--- src/rtl/wdt_pkg.sv ---
// ----------------------------------------------------------------------------
// wdt_pkg
// Shared types and constants for the byte-wide register-mapped watchdog.
// ----------------------------------------------------------------------------
`timescale 1ns / 1ps

package wdt_pkg;

  // Width of the preset and remaining tick counts (8 to 32).
  localparam int COUNT_WIDTH = 24;
  // Width of the word in which the preset bytes are assembled.
  localparam int PRESET_WORD = 32;

  // Commands
  localparam logic [1:0] CMD_READ  = 2'd0;
  localparam logic [1:0] CMD_WRITE = 2'd1;
  localparam logic [1:0] CMD_TICK  = 2'd2;

  // Register offsets
  localparam logic [2:0] REG_CTRL    = 3'd0;
  localparam logic [2:0] REG_SIGSEL  = 3'd1;
  localparam logic [2:0] REG_PRESET0 = 3'd2;
  localparam logic [2:0] REG_PRESET1 = 3'd3;
  localparam logic [2:0] REG_PRESET2 = 3'd4;
  localparam logic [2:0] REG_STATUS  = 3'd5;
  localparam logic [2:0] REG_RELOAD  = 3'd6;

  // Register bits
  localparam int CTRL_ENABLE_BIT = 6;
  localparam int STAT_TIMEOUT_BIT = 7;

  typedef struct packed {
    logic [1:0] command;
    logic [2:0] reg_offset;
    logic [7:0] write_data;
  } wdt_in_t;

  typedef struct packed {
    logic [7:0] read_data;
    logic       timeout_seen;
    logic       fire;
    logic [3:0] fire_signal;
  } wdt_out_t;

endpackage

--- src/rtl/wdt_core.sv ---
// ----------------------------------------------------------------------------
// wdt_core
// Register file, tick down-counter and expiry logic; one transaction a cycle while accept is high.
// ----------------------------------------------------------------------------
`timescale 1ns / 1ps

module wdt_core (
  input  logic             clk,
  input  logic             rst_n,
  input  logic             accept,
  input  wdt_pkg::wdt_in_t item,
  output wdt_pkg::wdt_out_t result
);

  logic [7:0]                       ctrl_r, ctrl_nxt;
  logic [7:0]                       sigsel_r, sigsel_nxt;
  logic [wdt_pkg::COUNT_WIDTH-1:0]  preset_r, preset_nxt;
  logic [wdt_pkg::COUNT_WIDTH-1:0]  remain_r, remain_nxt;
  logic                             flag_r, flag_nxt;

  logic [wdt_pkg::PRESET_WORD-1:0]  preset_ext;
  logic [wdt_pkg::PRESET_WORD-1:0]  data_ext;
  logic [wdt_pkg::PRESET_WORD-1:0]  preset_wr;
  logic                             enabled;

  assign preset_ext = wdt_pkg::PRESET_WORD'(preset_r);
  assign data_ext   = wdt_pkg::PRESET_WORD'(item.write_data);
  assign enabled    = ctrl_r[wdt_pkg::CTRL_ENABLE_BIT];

  // Byte insertion into the preset; bits above the count width drop out below.
  always_comb begin
    unique case (item.reg_offset)
      wdt_pkg::REG_PRESET0: preset_wr = (preset_ext & ~32'h0000_00ff) | data_ext;
      wdt_pkg::REG_PRESET1: preset_wr = (preset_ext & ~32'h0000_ff00) | (data_ext << 8);
      wdt_pkg::REG_PRESET2: preset_wr = (preset_ext & ~32'h00ff_0000) | (data_ext << 16);
      default:              preset_wr = preset_ext;
    endcase
  end

  always_comb begin
    ctrl_nxt   = ctrl_r;
    sigsel_nxt = sigsel_r;
    preset_nxt = preset_r;
    remain_nxt = remain_r;
    flag_nxt   = flag_r;
    result     = '0;

    unique case (item.command)
      wdt_pkg::CMD_READ: begin
        unique case (item.reg_offset)
          wdt_pkg::REG_CTRL:    result.read_data = ctrl_r;
          wdt_pkg::REG_SIGSEL:  result.read_data = sigsel_r;
          wdt_pkg::REG_PRESET0: result.read_data = preset_ext[7:0];
          wdt_pkg::REG_PRESET1: result.read_data = preset_ext[15:8];
          wdt_pkg::REG_PRESET2: result.read_data = preset_ext[23:16];
          wdt_pkg::REG_STATUS:  result.read_data = {flag_r, 7'd0};
          default:              result.read_data = 8'd0;
        endcase
      end
      wdt_pkg::CMD_WRITE: begin
        unique case (item.reg_offset)
          wdt_pkg::REG_CTRL: begin
            // rising enable restarts the count
            if (!enabled && item.write_data[wdt_pkg::CTRL_ENABLE_BIT]) begin
              remain_nxt = preset_r;
            end
            ctrl_nxt = item.write_data;
          end
          wdt_pkg::REG_SIGSEL: sigsel_nxt = item.write_data;
          wdt_pkg::REG_PRESET0,
          wdt_pkg::REG_PRESET1,
          wdt_pkg::REG_PRESET2: preset_nxt = preset_wr[wdt_pkg::COUNT_WIDTH-1:0];
          wdt_pkg::REG_STATUS: begin
            if (item.write_data[wdt_pkg::STAT_TIMEOUT_BIT]) begin
              flag_nxt = 1'b0;
            end
          end
          wdt_pkg::REG_RELOAD: remain_nxt = preset_r;
          default: ;
        endcase
      end
      wdt_pkg::CMD_TICK: begin
        if (enabled) begin
          if (remain_r <= wdt_pkg::COUNT_WIDTH'(1)) begin
            flag_nxt           = 1'b1;
            result.fire        = 1'b1;
            result.fire_signal = sigsel_r[7:4];
            remain_nxt         = preset_r;
          end else begin
            remain_nxt = remain_r - wdt_pkg::COUNT_WIDTH'(1);
          end
        end
      end
      default: ;
    endcase

    result.timeout_seen = flag_nxt;
  end

  always_ff @(posedge clk) begin
    if (!rst_n) begin
      ctrl_r   <= '0;
      sigsel_r <= '0;
      preset_r <= '0;
      remain_r <= '0;
      flag_r   <= 1'b0;
    end else if (accept) begin
      ctrl_r   <= ctrl_nxt;
      sigsel_r <= sigsel_nxt;
      preset_r <= preset_nxt;
      remain_r <= remain_nxt;
      flag_r   <= flag_nxt;
    end
  end

endmodule

--- src/rtl/wdt_obuf.sv ---
// ----------------------------------------------------------------------------
// wdt_obuf
// Result register with a skid stage, so input is taken while a result waits.
// ----------------------------------------------------------------------------
`timescale 1ns / 1ps

module wdt_obuf (
  input  logic              clk,
  input  logic              rst_n,
  input  logic              push,
  input  wdt_pkg::wdt_out_t push_data,
  output logic              full,
  output logic              out_valid,
  input  logic              out_stall,
  output wdt_pkg::wdt_out_t out_data
);

  logic              out_valid_r;
  wdt_pkg::wdt_out_t out_data_r;
  logic              skid_valid_r;
  wdt_pkg::wdt_out_t skid_data_r;
  logic              slot_free;

  assign slot_free = !out_valid_r || !out_stall;

  always_ff @(posedge clk) begin
    if (!rst_n) begin
      out_valid_r  <= 1'b0;
      skid_valid_r <= 1'b0;
    end else if (slot_free) begin
      // push never coincides with a full skid stage
      out_valid_r  <= skid_valid_r || push;
      skid_valid_r <= 1'b0;
    end else if (push) begin
      skid_valid_r <= 1'b1;
    end
  end

  always_ff @(posedge clk) begin
    if (slot_free) begin
      out_data_r <= skid_valid_r ? skid_data_r : push_data;
    end else if (push) begin
      skid_data_r <= push_data;
    end
  end

  assign full      = skid_valid_r;
  assign out_valid = out_valid_r;
  assign out_data  = out_data_r;

endmodule

--- src/rtl/watchdog_timer_registers_core.sv ---
// ----------------------------------------------------------------------------
// watchdog_timer_registers_core
// Byte-wide register-mapped watchdog with a tick-driven down-counter.
// ----------------------------------------------------------------------------
// Usage:
//   The in_ channel carries one transaction per item: a register read, a
//   register write or one timer tick. Every accepted transaction yields
//   exactly one result on the out_ channel: read data (zero unless a read),
//   the current timeout flag, and a fire pulse with the selected action
//   nibble when a tick made the watchdog expire.
//   The register update and the result are formed combinationally in the
//   cycle of acceptance; the result is captured by the output register,
//   or by the skid stage while the output stalls. Throughput is one
//   transaction per cycle while in_stall is low, with a 24-bit decrement.
//   When the receiver stalls, one further result is caught in a skid stage;
//   in_stall then rises until the output register drains.
//   Synchronous reset (rst_n low) disables the watchdog, clears all
//   registers and the timeout flag, and empties the output stages.
// ----------------------------------------------------------------------------
`timescale 1ns / 1ps

module watchdog_timer_registers_core (
  input  logic              clk,
  input  logic              rst_n,
  input  logic              in_valid,
  output logic              in_stall,
  input  wdt_pkg::wdt_in_t  in_data,
  output logic              out_valid,
  input  logic              out_stall,
  output wdt_pkg::wdt_out_t out_data
);

  logic              accept;
  wdt_pkg::wdt_out_t result;

  assign accept = in_valid && !in_stall;

  wdt_core u_core (
    .clk    (clk),
    .rst_n  (rst_n),
    .accept (accept),
    .item   (in_data),
    .result (result)
  );

  wdt_obuf u_obuf (
    .clk       (clk),
    .rst_n     (rst_n),
    .push      (accept),
    .push_data (result),
    .full      (in_stall),
    .out_valid (out_valid),
    .out_stall (out_stall),
    .out_data  (out_data)
  );

endmodule
--- config.mk ---
export PLATFORM = sky130hd
export DESIGN_NAME = watchdog_timer_registers_core
export DESIGN_NICKNAME = d
export VERILOG_FILES = /design/src/rtl/wdt_pkg.sv /design/src/rtl/wdt_core.sv /design/src/rtl/wdt_obuf.sv /design/src/rtl/watchdog_timer_registers_core.sv
export SDC_FILE = /design/constraint.sdc
export NUM_CORES = 1
export LEC_CHECK = 0
export BUFFER_PORTS_ARGS = -buffer_cell sky130_fd_sc_hd__buf_4
export CELL_PAD_IN_SITES_DETAIL_PLACEMENT = 0
export CELL_PAD_IN_SITES_GLOBAL_PLACEMENT = 1
export CORE_UTILIZATION = 47
export DETAILED_ROUTE_END_ITERATION = 10
export MAX_ROUTING_LAYER = met4
export PLACE_DENSITY_LB_ADDON = 0.25
export SETUP_SLACK_MARGIN = 0.02
export SLEW_MARGIN = 20
export SYNTH_ARGS = -nofsm -noshare
export SYNTH_HDL_FRONTEND = slang
export SYNTH_HIERARCHICAL = 1
export SYNTH_SLANG_ARGS = --single-unit
--- constraint.sdc ---
create_clock -name clk -period 3 [get_ports clk]
set_input_delay 0.3 -clock clk [delete_from_list [all_inputs] [get_ports clk]]
set_output_delay 0.3 -clock clk [all_outputs]
set_load 0.005 [all_outputs]
# --- Word level (Yosys, flattened, before mapping) ---
# Cells that the tools add are included.
word_totals:
  out_inout_bits: 16
  ramBits: 0
  memories: 0
  latch_bits: 0
  rom_bits: 0
  regBits: 95
  input_bits: 17
op_classes:
  n_lt_le_gt_ge: 1
  multipliers: 0
  addsub: 1
  reduce_logical: 19
  shifts: 0
  div: 0
  n_mux: 17
  bitwise: 5
  eq_ne: 11
op_table:
  columns: ["cell", "count"]
  rows:
  - ["24-bit one-hot mux with 2 select lines", 2]
  - ["24-bit 2-to-1 mux", 3]
  - ["24-bit one-hot mux with 3 select lines", 1]
  - ["8-bit one-hot mux with 6 select lines", 1]
  - ["24-bit by 1-bit <= comparator with 1-bit output (second input constant)", 1]
  - ["16-bit by 24-bit OR with 24-bit output", 1]
  - ["24-bit by 16-bit OR with 24-bit output", 1]
  - ["24-bit by 8-bit OR with 24-bit output", 1]
  - ["24-bit by 1-bit subtractor with 24-bit output (second input constant)", 1]
  - ["5-bit 2-to-1 mux", 3]
  - ["14-bit 2-to-1 mux", 1]
  - ["3-bit equality test (second input constant)", 3]
  - ["8-bit 2-to-1 mux", 1]
  - ["3-bit by 2-bit equality test with 1-bit output (second input constant)", 2]
  - ["3-bit AND reduction", 2]
  - ["5-bit AND reduction", 1]
  - ["1-bit logical NOT", 4]
  - ["1-bit 2-to-1 mux", 4]
  - ["4-bit AND reduction", 1]
  - ["3-bit by 1-bit equality test with 1-bit output (second input constant)", 1]
  - ["3-bit logical NOT", 1]
  - ["3-bit by 2-bit != test with 1-bit output (second input constant)", 1]
  - ["3-bit != test (second input constant)", 1]
  - ["3-bit nonzero test", 1]
  - ["other kinds (12)", 15]

# --- Logic depth before layout (Yosys ltp) ---
# Gate-level depths: netlist of the first run.
depth:
  word_depth: 5
  depth_mapped: 10
  mapped_depth_nobuf: 8

# --- Cells and area by module ---
# The synthesis of the first run kept the hierarchy.
modules_own_cells:
  columns: ["module", "area_per_inst_um2", "seq_area_each_um2", "n_inst", "cells_per_inst"]
  rows:
  - ["wdt_core", 3653.5, 1301.2, 1, 435]
  - ["wdt_obuf", 1134.8, 880.8, 1, 51]
  - ["watchdog_timer_registers_core", 13.8, 0.0, 1, 1]

# --- Worst setup path after synthesis of the first run ---
# Ideal clock, no wire load.
synth_path:
  kind: "register to register"
  from: "register u_core/remain_r[13] (netlist name)"
  to: "register u_core/remain_r[23] (netlist name)"
  path_buffers: 1
  path_stages_with_launch: 7
  arrival_ns: 2.248
  period_less_slack_ns: 2.322
  setup_slack_ns: 0.678
  required_time_ns: 2.926
  cell_sequence: "dfxtp_1 -> or4_1 -> buf_2 -> or3_4 -> or3_1 -> or4_1 -> a31oi_1"
synth_via:
  elab_chain_cells: 4
  elab_cells_between_ends: 5
  cone_classes: "1 x add/sub; 1 x order compare; 3 x mux"
synth_lines:
  columns: ["element", "line_no", "source"]
  rows:
  - ["start: declaration", "wdt_core.sv:18", "logic [wdt_pkg::COUNT_WIDTH-1:0] remain_r, remain_nxt;"]
  - ["start signal: assignment", "wdt_core.sv:111", "remain_r <= remain_nxt;"]
  - ["24-bit by 1-bit subtractor with 24-bit output / 24-bit by 1-bit <= comparator with 1-bit output (equally long branches)", "wdt_core.sv:90, wdt_core.sv:84", null]
  - ["24-bit 2-to-1 mux (*)", "wdt_core.sv:84", "if (remain_r <= wdt_pkg::COUNT_WIDTH'(1)) begin"]
  - ["24-bit 2-to-1 mux (*)", "wdt_core.sv:83", "if (enabled) begin"]
  - ["24-bit one-hot mux with 2 select lines (*)", "wdt_core.sv:48", "unique case (item.command)"]
# Mark *: on every way between the ends. The rest lies on a longest branch, timed or not. The select of a mux whose other input is x is not followed.
# A chain may end at the register's enable or synchronous reset.

# --- Worst setup path in the final report of the first run ---
layout_path:
  from: "register u_core/remain_r[13] (netlist name)"
  to: "register u_core/remain_r[11] (netlist name)"
layout_via:
  elab_chain_cells: 4
layout_lines:
  columns: ["element", "line_no"]
  rows:
  - ["24-bit by 1-bit <= comparator with 1-bit output", "wdt_core.sv:84"]
  - ["24-bit 2-to-1 mux", "wdt_core.sv:84"]
  - ["24-bit 2-to-1 mux", "wdt_core.sv:83"]
  - ["24-bit one-hot mux with 2 select lines", "wdt_core.sv:48"]
# No other way between the ends. The select of a mux whose other input is x is not followed.

==> impl_metrics.ini, run 1 <==
[outcome]
status = finished clean

[logic_synthesis]
ys_types = 58
synth_flop_cell = dfxtp_1
ys_warn_count = 6
yosysSeqAreaShare = 0.454
synth-seq-cells = 95
synth-edff-count = 28
synth.cell_area_um2 = 4800
postSynthAreaPerCell_um2 = 9.86
synthesis.nets = 509
syn_inst = 487
async_flop_share = 0

[sta]
finalClockSkew_ns = 0.00795
tightest_slew_ns = 0.744
finalHoldViolations = 0
finalCritPeriodShare = 0.888
tns_ns = 0
setup_viol = 0
max_clock_freq_mhz = 376
worst_slack_ns = 0.337
min_period_ns = 2.66
finalMaxSlewViolations = 0
rsz0062_at_grt = no
slew_headroom = 0.500

[route]
num_vias = 3816
viasPerCell = 5.89
ant_nets = 0
firstDrtPassIters = 5
drt-wirelength-per-cell_um = 18.3
first_iter_violations = 222
routed_wl_um = 11800
drc_errors = 0

[clock_tree]
tritoncts = done
cts_resized = 0
cts_root_buf = clkbuf_8
post_cts_buffers = 0
clock_latency_ns = 0.37
htreeDepth = 3
ctsHoldBuffers = 0
cts_made_buffers = 9
cts_sinks = 95
clkTransAtPathRegs_ns = 0.10
cts_max_path_buffers = 2

[placed_design]
dp_hpwl_um = 8610
port_buffers = 32
place_congestion = 0.875
pre_cts_ws_ns = 0.362
dp.cells = 632

[worst_setup_path]
cp_data_arrival_time_ns = 2.94
r2r-end = u_core/remain_r[11]$_SDFFE_PN0P_
reg2regPathDepth = 6
start_kind = flop
reg2reg_from = u_core/remain_r[13]$_SDFFE_PN0P_
endpoint_kind = flop
crit_fanout = 21
crit_type = flop to flop
r2r_slack_ns = 0.34
cp_data_required_time_ns = 3.28

[pwr]
p_per_area_nw_per_um2 = 486
leakage_nw = 2.10
ir_drop_mv = 0.218

[floorplan]
coreArea_um2 = 9820
chipHeight_um = 103
start_util = 0.489
fp-row-count = 36
ioPinCount = 33
die_w_um = 103
dieArea_um2 = 10600

[final_layout]
n_antenna_cell = 0
final_cell_mix = nor2_1 (72), dfxtp_1 (67), mux2i_1 (66), buf_4 (44), edfxtp_1 (28)
layout-drive-gt1-share = 0.169
nets = 532
layout_commonest_cell = nor2_1
area_growth_pct = 12.7
fin_cells = 648

[hold_path]
min_from = in_data[1]
min_path_cells = 3
holdPathEnd = u_core/sigsel_r[1]$_SDFFE_PN0P_
hp-class = input pin to flop

[run]
maxCapViolCount = 0

[global_route]
grt_pass1_vias = 3482
overflow = 0
grt.total_usage = 0.247
antenna_found_initial = 0
grt_pass1_wl_um = 18900
grt_max_degree = 44
-- routing by layer --
layer | GRT usage | routed length (um) | up-vias
met5 | - | 0 | -
met4 | 0.0834 | 148 | 0
met3 | 0.0271 | 500 | 15
met2 | 0.384 | 5590 | 102
met1 | 0.334 | 5600 | 1854
li1 | - | - | 1845
-- Yosys cell counts (all sizes together) (10+ instances only) --
cell type	n	area, um2
a21oi	18	90.1
and2	12	75.1
clkbuf	24	90.1
dfxtp	67	1340
edfxtp	28	841
mux2	15	203
mux2i	66	661
nand2	21	78.8
nand3	12	60.1
nor2	73	277
nor3	13	65.1
o21ai	10	50.0
o22ai	12	75.1
-- critical path, stage by stage, from the launching register on --
cell and delay [ns]:
dfxtp_1 0.38, or4_1 0.67, nor4_1 0.55, a21boi_4 0.31
buf_16 0.25, mux2i_1 0.13, a221oi_1 0.28
-- layout make-up --
type	instances	area, um2
fill	922	4410
multi-input combinational	351	2450
sequential	95	2180
timing repair buffer	45	358
tap	133	166
clock buffer	11	153
clock inverter	5	68.8
inverter	8	30.0
-- kinds of logic after synthesis --
group,count (synthesis),synth area share
flops,95,0.454
fa+ha+maj,5,0.0130
compound gates,81,0.114
simple gates,183,0.195
mux,82,0.184
buf+inv,41,0.0386
-- power by group --
| group | internal (W) | total (W) | switching [W] |
|---|---|---|---|
| logic | 0.000142 | 0.000345 | 0.000203 |
| clock network | 0.000451 | 0.000924 | 0.000473 |
| registers | 0.00134 | 0.00136 | 0.0000189 |
| total | 0.00194 | 0.00263 | 0.000695 |
-- metrics by stage --
step,power [W],util,area (um2),hold WS [ns]
CTS,0.00266,0.551,5410,0.196
detailed placement,0.00173,0.528,5190,0.480
global route,0.00273,0.551,5410,0.214
floorplan,0.00161,-,4800,0.444
global placement,0.00172,0.526,5160,0.476
finish,0.00263,0.551,5410,0.201
-- worst max path at each step --
stage	start	to	slack [ns]	depth (start not counted)
after floorplan	u_core/remain_r[13]$_SDFFE_PN0P_	u_core/remain_r[23]$_SDFFE_PN0P_	0.68	6
after global placement	u_core/remain_r[13]$_SDFFE_PN0P_	u_core/remain_r[11]$_SDFFE_PN0P_	0.40	5
after detailed placement	u_core/remain_r[13]$_SDFFE_PN0P_	u_core/remain_r[11]$_SDFFE_PN0P_	0.36	6
after CTS	u_core/remain_r[13]$_SDFFE_PN0P_	u_core/remain_r[11]$_SDFFE_PN0P_	0.34	6
after global routing	u_core/remain_r[13]$_SDFFE_PN0P_	u_core/remain_r[11]$_SDFFE_PN0P_	0.21	6
final	u_core/remain_r[13]$_SDFFE_PN0P_	u_core/remain_r[11]$_SDFFE_PN0P_	0.34	6
Note: power is estimated with default switching activity, not from simulation.
==> run 2, diff against run 1 <==
--- a/config.mk
+++ b/config.mk
@@ -12,6 +12,7 @@
 export DETAILED_ROUTE_END_ITERATION = 10
 export MAX_ROUTING_LAYER = met4
 export PLACE_DENSITY_LB_ADDON = 0.25
+export REMOVE_ABC_BUFFERS = 1
 export SETUP_SLACK_MARGIN = 0.02
 export SLEW_MARGIN = 20
 export SYNTH_ARGS = -nofsm -noshare
==> run 2 against run 1 <==
Against the previous run: sequential power is essentially flat; clock skew grew 0.00070 ns; die area is the same; register-to-register slack gained 0.08 ns; critical endpoint is now u_core/remain_r[9]$_SDFFE_PN0P_; largest cell class unchanged; highest routed layer unchanged.
==> impl_metrics.ini, run 2 (synthesis gave the netlist of run 1 again) <==
[outcome]
status = finished clean

[final_layout]
layout-drive-gt1-share = 0.168
layout_commonest_cell = nor2_1
area_growth_pct = 11.7
seqCellArea_um2 = 2180
fin_cells = 650
nets = 534
fillers = 925
n_antenna_cell = 0
final_cell_mix = nor2_1 (72), dfxtp_1 (67), mux2i_1 (66), buf_4 (46), edfxtp_1 (28)
multiInputGateArea_um2 = 2450

[clock_tree]
cts_made_buffers = 9
clkTransAtPathRegs_ns = 0.09
tritoncts = done
cts_resized = 0
cts_sinks = 95
cts_root_buf = clkbuf_8
cts_max_path_buffers = 2
ctsHoldBuffers = 0
htreeDepth = 3
post_cts_buffers = 0
clock_latency_ns = 0.37

[hold_path]
hp-class = input pin to flop

[pwr]
leakage_nw = 2.08
p_per_area_nw_per_um2 = 462
ir_drop_mv = 0.241

[route]
firstDrtPassIters = 5
drc_errors = 0
num_vias = 3814
viasPerCell = 5.87
routed_wl_um = 11900
ant_nets = 0
first_iter_violations = 285
drt-wirelength-per-cell_um = 18.3

[floorplan]
chipHeight_um = 103
fp-row-count = 36
start_util = 0.489
ioPinCount = 33
coreArea_um2 = 9820
dieArea_um2 = 10600
die_w_um = 103

[sta]
slew_headroom = 0.251
rsz0062_at_grt = no
max_clock_freq_mhz = 387
finalCritPeriodShare = 0.861
finalMaxSlewViolations = 0
setup_viol = 0
worst_slack_ns = 0.416
min_period_ns = 2.58
finalClockSkew_ns = 0.00865
tightest_slew_ns = 1.12
finalHoldViolations = 0

[global_route]
grt_max_degree = 43
grt.total_usage = 0.248
antenna_found_initial = 0
overflow = 0
grt_pass1_wl_um = 18800
grt_pass1_vias = 3376

[placed_design]
pre_cts_ws_ns = 0.461
dp.cells = 634
place_congestion = 0.875
dp_hpwl_um = 8470
port_buffers = 32

[worst_setup_path]
cp_data_required_time_ns = 3.24
start_kind = flop
max_stage_delay_ns = 0.85
worst-path-buf-inv = 3
crit_chain = inv_1 > ha_1 > o21bai_1 > nor4_1 > buf_4 > a21boi_4 > buf_4 > mux2i_1 > o22ai_1
crit_type = flop to flop
path_delay_family = compound AO/OA/AOI/OAI gates
cpMaxStageDelayCell = a21boi_4
crit_top_cell = buf_4
endpoint_kind = flop
crit_fanout = 35
cp_data_arrival_time_ns = 2.83

[run]
maxCapViolCount = 0
==> run 2: changes by cell type in the layout (fill, tap and decap cells not counted), sizes merged <==
cell	change
bufinv	-1
inv	-1
clkinv	+1
buf	+2
clkbuf	+1
==> run 2: worst reg2reg max path, stage by stage (launching register included) <==
cell,delay (ns)
dfxtp_1,0.38
inv_1,0.10
ha_1,0.22
o21bai_1,0.15
nor4_1,0.06
buf_4,0.15
a21boi_4,0.85
buf_4,0.30
mux2i_1,0.18
o22ai_1,0.09
==> run 2: area by class of cell <==
class,count,share of cell area
clock buffers,12,0.0252
inverters,8,0.00560
well taps,133,0.0310
clock inverters,4,0.00583
repair buffers,47,0.0681
multi-input cells,351,0.457
flip-flops and latches,95,0.407
==> run 2: power breakdown <==
part / leakage, nW / internal [W] / total, W / switching [W]
clock: 0.0815 / 0.000308 / 0.000768 / 0.000460
sequential: 0.833 / 0.00134 / 0.00136 / 0.0000188
combinational: 1.17 / 0.000143 / 0.000350 / 0.000207
==> run 2: worst paths after layout <==
kind | start | end | slack, ns | depth (start not counted)
max reg2reg | u_core/remain_r[0]$_SDFFE_PN0P_ | u_core/remain_r[9]$_SDFFE_PN0P_ | 0.42 | 9
min | in_data[3] | u_core/ctrl_r[3]$_SDFFE_PN0P_ | 0.19 | 3
max | u_core/remain_r[0]$_SDFFE_PN0P_ | u_core/remain_r[9]$_SDFFE_PN0P_ | 0.42 | 9
min reg2reg | u_core/remain_r[19]$_SDFFE_PN0P_ | u_core/remain_r[19]$_SDFFE_PN0P_ | 0.48 | 2
==> run 2: stage by stage <==
| step | TNS, ns | total power [W] | util | hold WS [ns] | instance area [um2] |
|---|---|---|---|---|---|
| 3_3_place_gp | 0 | 0.00173 | 0.529 | 0.462 | 5200 |
| 5_1_grt | 0 | 0.00259 | 0.546 | 0.201 | 5360 |
| 4_1_cts | 0 | 0.00249 | 0.546 | 0.191 | 5360 |
| 6_report | 0 | 0.00248 | 0.546 | 0.194 | 5360 |
| 3_5_place_dp | 0 | 0.00174 | 0.529 | 0.472 | 5200 |
| 2_1_floorplan | -6.77 | 0.00159 | - | 0.429 | 4650 |
==> run 2: routing by layer <==
layer | wire [um] | vias to the layer above | share of wire | global-route usage
li1 | - | 1847 | - | -
met1 | 5660 | 1862 | 0.47 | 0.339
met2 | 5540 | 96 | 0.46 | 0.368
met3 | 582 | 9 | 0.049 | 0.0522
met4 | 134 | 0 | 0.011 | 0.0737
met5 | 0 | - | 0 | -
==> run 3, diff against run 2 <==
--- a/config.mk
+++ b/config.mk
@@ -5,10 +5,11 @@
 export SDC_FILE = /design/constraint.sdc
 export NUM_CORES = 1
 export LEC_CHECK = 0
+export ABC_AREA = 1
 export BUFFER_PORTS_ARGS = -buffer_cell sky130_fd_sc_hd__buf_4
 export CELL_PAD_IN_SITES_DETAIL_PLACEMENT = 0
 export CELL_PAD_IN_SITES_GLOBAL_PLACEMENT = 1
-export CORE_UTILIZATION = 47
+export CORE_UTILIZATION = 44
 export DETAILED_ROUTE_END_ITERATION = 10
 export MAX_ROUTING_LAYER = met4
 export PLACE_DENSITY_LB_ADDON = 0.25
==> run 3 against run 2 <==
Against the previous run: synthesized area fell by 0.44%; sequential power barely moved; fmax rose by 25%; flip-flop and latch count did not move; critical endpoint is now u_obuf/out_data[3]$_DFFE_PP_; largest cell class is now registers; largest power group unchanged; highest routed layer unchanged.
==> impl_metrics.ini, run 3 <==
[final_layout]
fin_cells = 826
layout-drive-gt1-share = 0.100
final_cell_mix = nand2_1 (145), inv_1 (86), nor2_1 (74), a21oi_1 (71), dfxtp_1 (67)
nets = 707
layout_commonest_cell = nand2_1
area_growth_pct = 10.2
n_antenna_cell = 0

[clock_tree]
cts_root_buf = clkbuf_8
cts_sinks = 95
clkTransAtPathRegs_ns = 0.10
cts_made_buffers = 9
post_cts_buffers = 0
ctsHoldBuffers = 0
htreeDepth = 3
tritoncts = done
cts_resized = 0
clock_latency_ns = 0.37
cts_max_path_buffers = 2

[placed_design]
place_congestion = 0.837
dp.cells = 810
pre_cts_ws_ns = 0.955
dp_hpwl_um = 9020
port_buffers = 32

[floorplan]
ioPinCount = 33
start_util = 0.459
die_w_um = 106
coreArea_um2 = 10400
chipHeight_um = 106
fp-row-count = 37
dieArea_um2 = 11300

[pwr]
finalPower_w = 0.00248
p_per_area_nw_per_um2 = 471
ir_drop_mv = 0.309
leakage_nw = 2.19

[worst_setup_path]
r2r-end = u_obuf/out_data[3]$_DFFE_PP_
cp_data_arrival_time_ns = 2.27
reg2reg_from = u_core/remain_r[0]$_SDFFE_PN0P_
timing.critical_path.to = u_obuf/out_data[3]$_DFFE_PP_
crit_type = flop to flop
start_kind = flop
startpoint = u_core/remain_r[0]$_SDFFE_PN0P_
r2r_slack_ns = 0.93
cp_data_required_time_ns = 3.21
endpoint_kind = flop
crit_fanout = 9
reg2regPathDepth = 12

[global_route]
antenna_found_initial = 0
grt_pass1_vias = 3824
grt_pass1_wl_um = 19900
grt.total_usage = 0.237
overflow = 0
grt_max_degree = 40

[run]
maxCapViolCount = 0

[logic_synthesis]
yosysSeqAreaShare = 0.456
async_flop_share = 0
synth.cell_area_um2 = 4780
ys_warn_count = 6
synth_top_area_share = 0.281
synth_most_common_cell = nand2_1
yosysTopAreaCell = dfxtp_1
postSynthAreaPerCell_um2 = 7.23
synth-edff-count = 28
ys_types = 33
synth-seq-cells = 95
synth_area_leaders = dfxtp_1 (28%), edfxtp_1 (18%), nand2_1 (11%)
syn_inst = 661
ys_top_cells_by_count = nand2_1 (145), inv_1 (86), nor2_1 (74), a21oi_1 (71), dfxtp_1 (67)
synth_flop_cell = dfxtp_1

[route]
firstDrtPassIters = 5
ant_nets = 0
first_iter_violations = 267
drc_errors = 0
viasPerCell = 5.21
num_vias = 4305
drt-wirelength-per-cell_um = 15.0
routed_wl_um = 12400

[sta]
worst_slack_ns = 0.932
tns_ns = 0
min_period_ns = 2.07
finalCritPeriodShare = 0.689
finalClockSkew_ns = 0.00911
finalHoldViolations = 0
rsz0062_at_grt = no
slew_headroom = 0.444
setup_viol = 0
finalMaxSlewViolations = 0
max_clock_freq_mhz = 484
hold_ws_ns = 0.196
tightest_slew_ns = 0.832

[hold_path]
hp-class = input pin to flop

[outcome]
status = finished clean
run 3: cell types whose count changed in the layout (fill, tap and decap cells not counted), sizes merged, moves of 12 or more:
cell,change
o21ai,+50
nand2,+126
nand3,+34
nor3,-12
mux2i,-66
mux2,-15
a21oi,+53
inv,+81
run 3: worst min path at each step:
| stage | startpoint | to | slack (ns) | cells after the start |
|---|---|---|---|---|
| floorplan | rst_n | u_obuf/out_valid$_SDFFE_PN0P_ | 0.41 | 2 |
| global placement | u_core/ctrl_r[4]$_SDFFE_PN0P_ | u_core/ctrl_r[4]$_SDFFE_PN0P_ | 0.44 | 2 |
| detailed placement | u_core/ctrl_r[4]$_SDFFE_PN0P_ | u_core/ctrl_r[4]$_SDFFE_PN0P_ | 0.45 | 2 |
| CTS | out_stall | u_obuf/out_valid$_SDFFE_PN0P_ | 0.18 | 3 |
| global route | out_stall | u_obuf/out_valid$_SDFFE_PN0P_ | 0.19 | 3 |
| finish | out_stall | u_obuf/out_valid$_SDFFE_PN0P_ | 0.20 | 3 |
run 3: kinds of logic after synthesis:
logic type               after synthesis  share of synthesized area
adder cells (fa/ha/maj)                5                     0.0131
AO/OA/AOI/OAI                        150                      0.164
buffers and inverters                115                     0.0989
flip-flops                            95                      0.456
XOR/XNOR                               3                    0.00550
AND/OR/NAND/NOR                      293                      0.262
run 3: critical path, stage by stage (launching register included):
cell	delay, ns
dfxtp_1	0.34
inv_1	0.11
ha_1	0.23
inv_1	0.05
nand2_1	0.05
nand2_1	0.05
nor2_2	0.13
nand3_4	0.16
nor2_1	0.28
inv_1	0.14
nor2_1	0.13
inv_1	0.04
o21ai_0	0.17
run 3: report_power, final:
group          leakage [nW]  internal, W  switching (W)  total (W)
clock network        0.0809     0.000305       0.000472   0.000776
logic                  1.28     0.000112       0.000228   0.000340
registers             0.829      0.00135      0.0000141    0.00136
total                  2.19      0.00177       0.000714    0.00248
run 3: area by class of cell:
| class | count | area, um2 |
|---|---|---|
| Sequential cell | 95 | 2180 |
| Clock inverter | 6 | 42.5 |
| Fill cell | 1052 | 5150 |
| Tap cell | 136 | 170 |
| Clock buffer | 10 | 128 |
| Multi-Input combinational cell | 451 | 2130 |
| Timing Repair Buffer | 37 | 278 |
| Inverter | 91 | 342 |
run 3: per-layer routing:
| metal | track usage | routed length [um] |
|---|---|---|
| met1 | 0.353 | 6320 |
| met2 | 0.335 | 5310 |
| met3 | 0.0392 | 628 |
| met4 | 0.0536 | 106 |
| met5 | - | 0 |
run 3: stage by stage:
stage           util  cell area, um2
2_1_floorplan      -            4650
3_3_place_gp   0.489            5100
3_5_place_dp   0.489            5100
4_1_cts        0.506            5270
5_1_grt        0.506            5270
6_report       0.506            5270
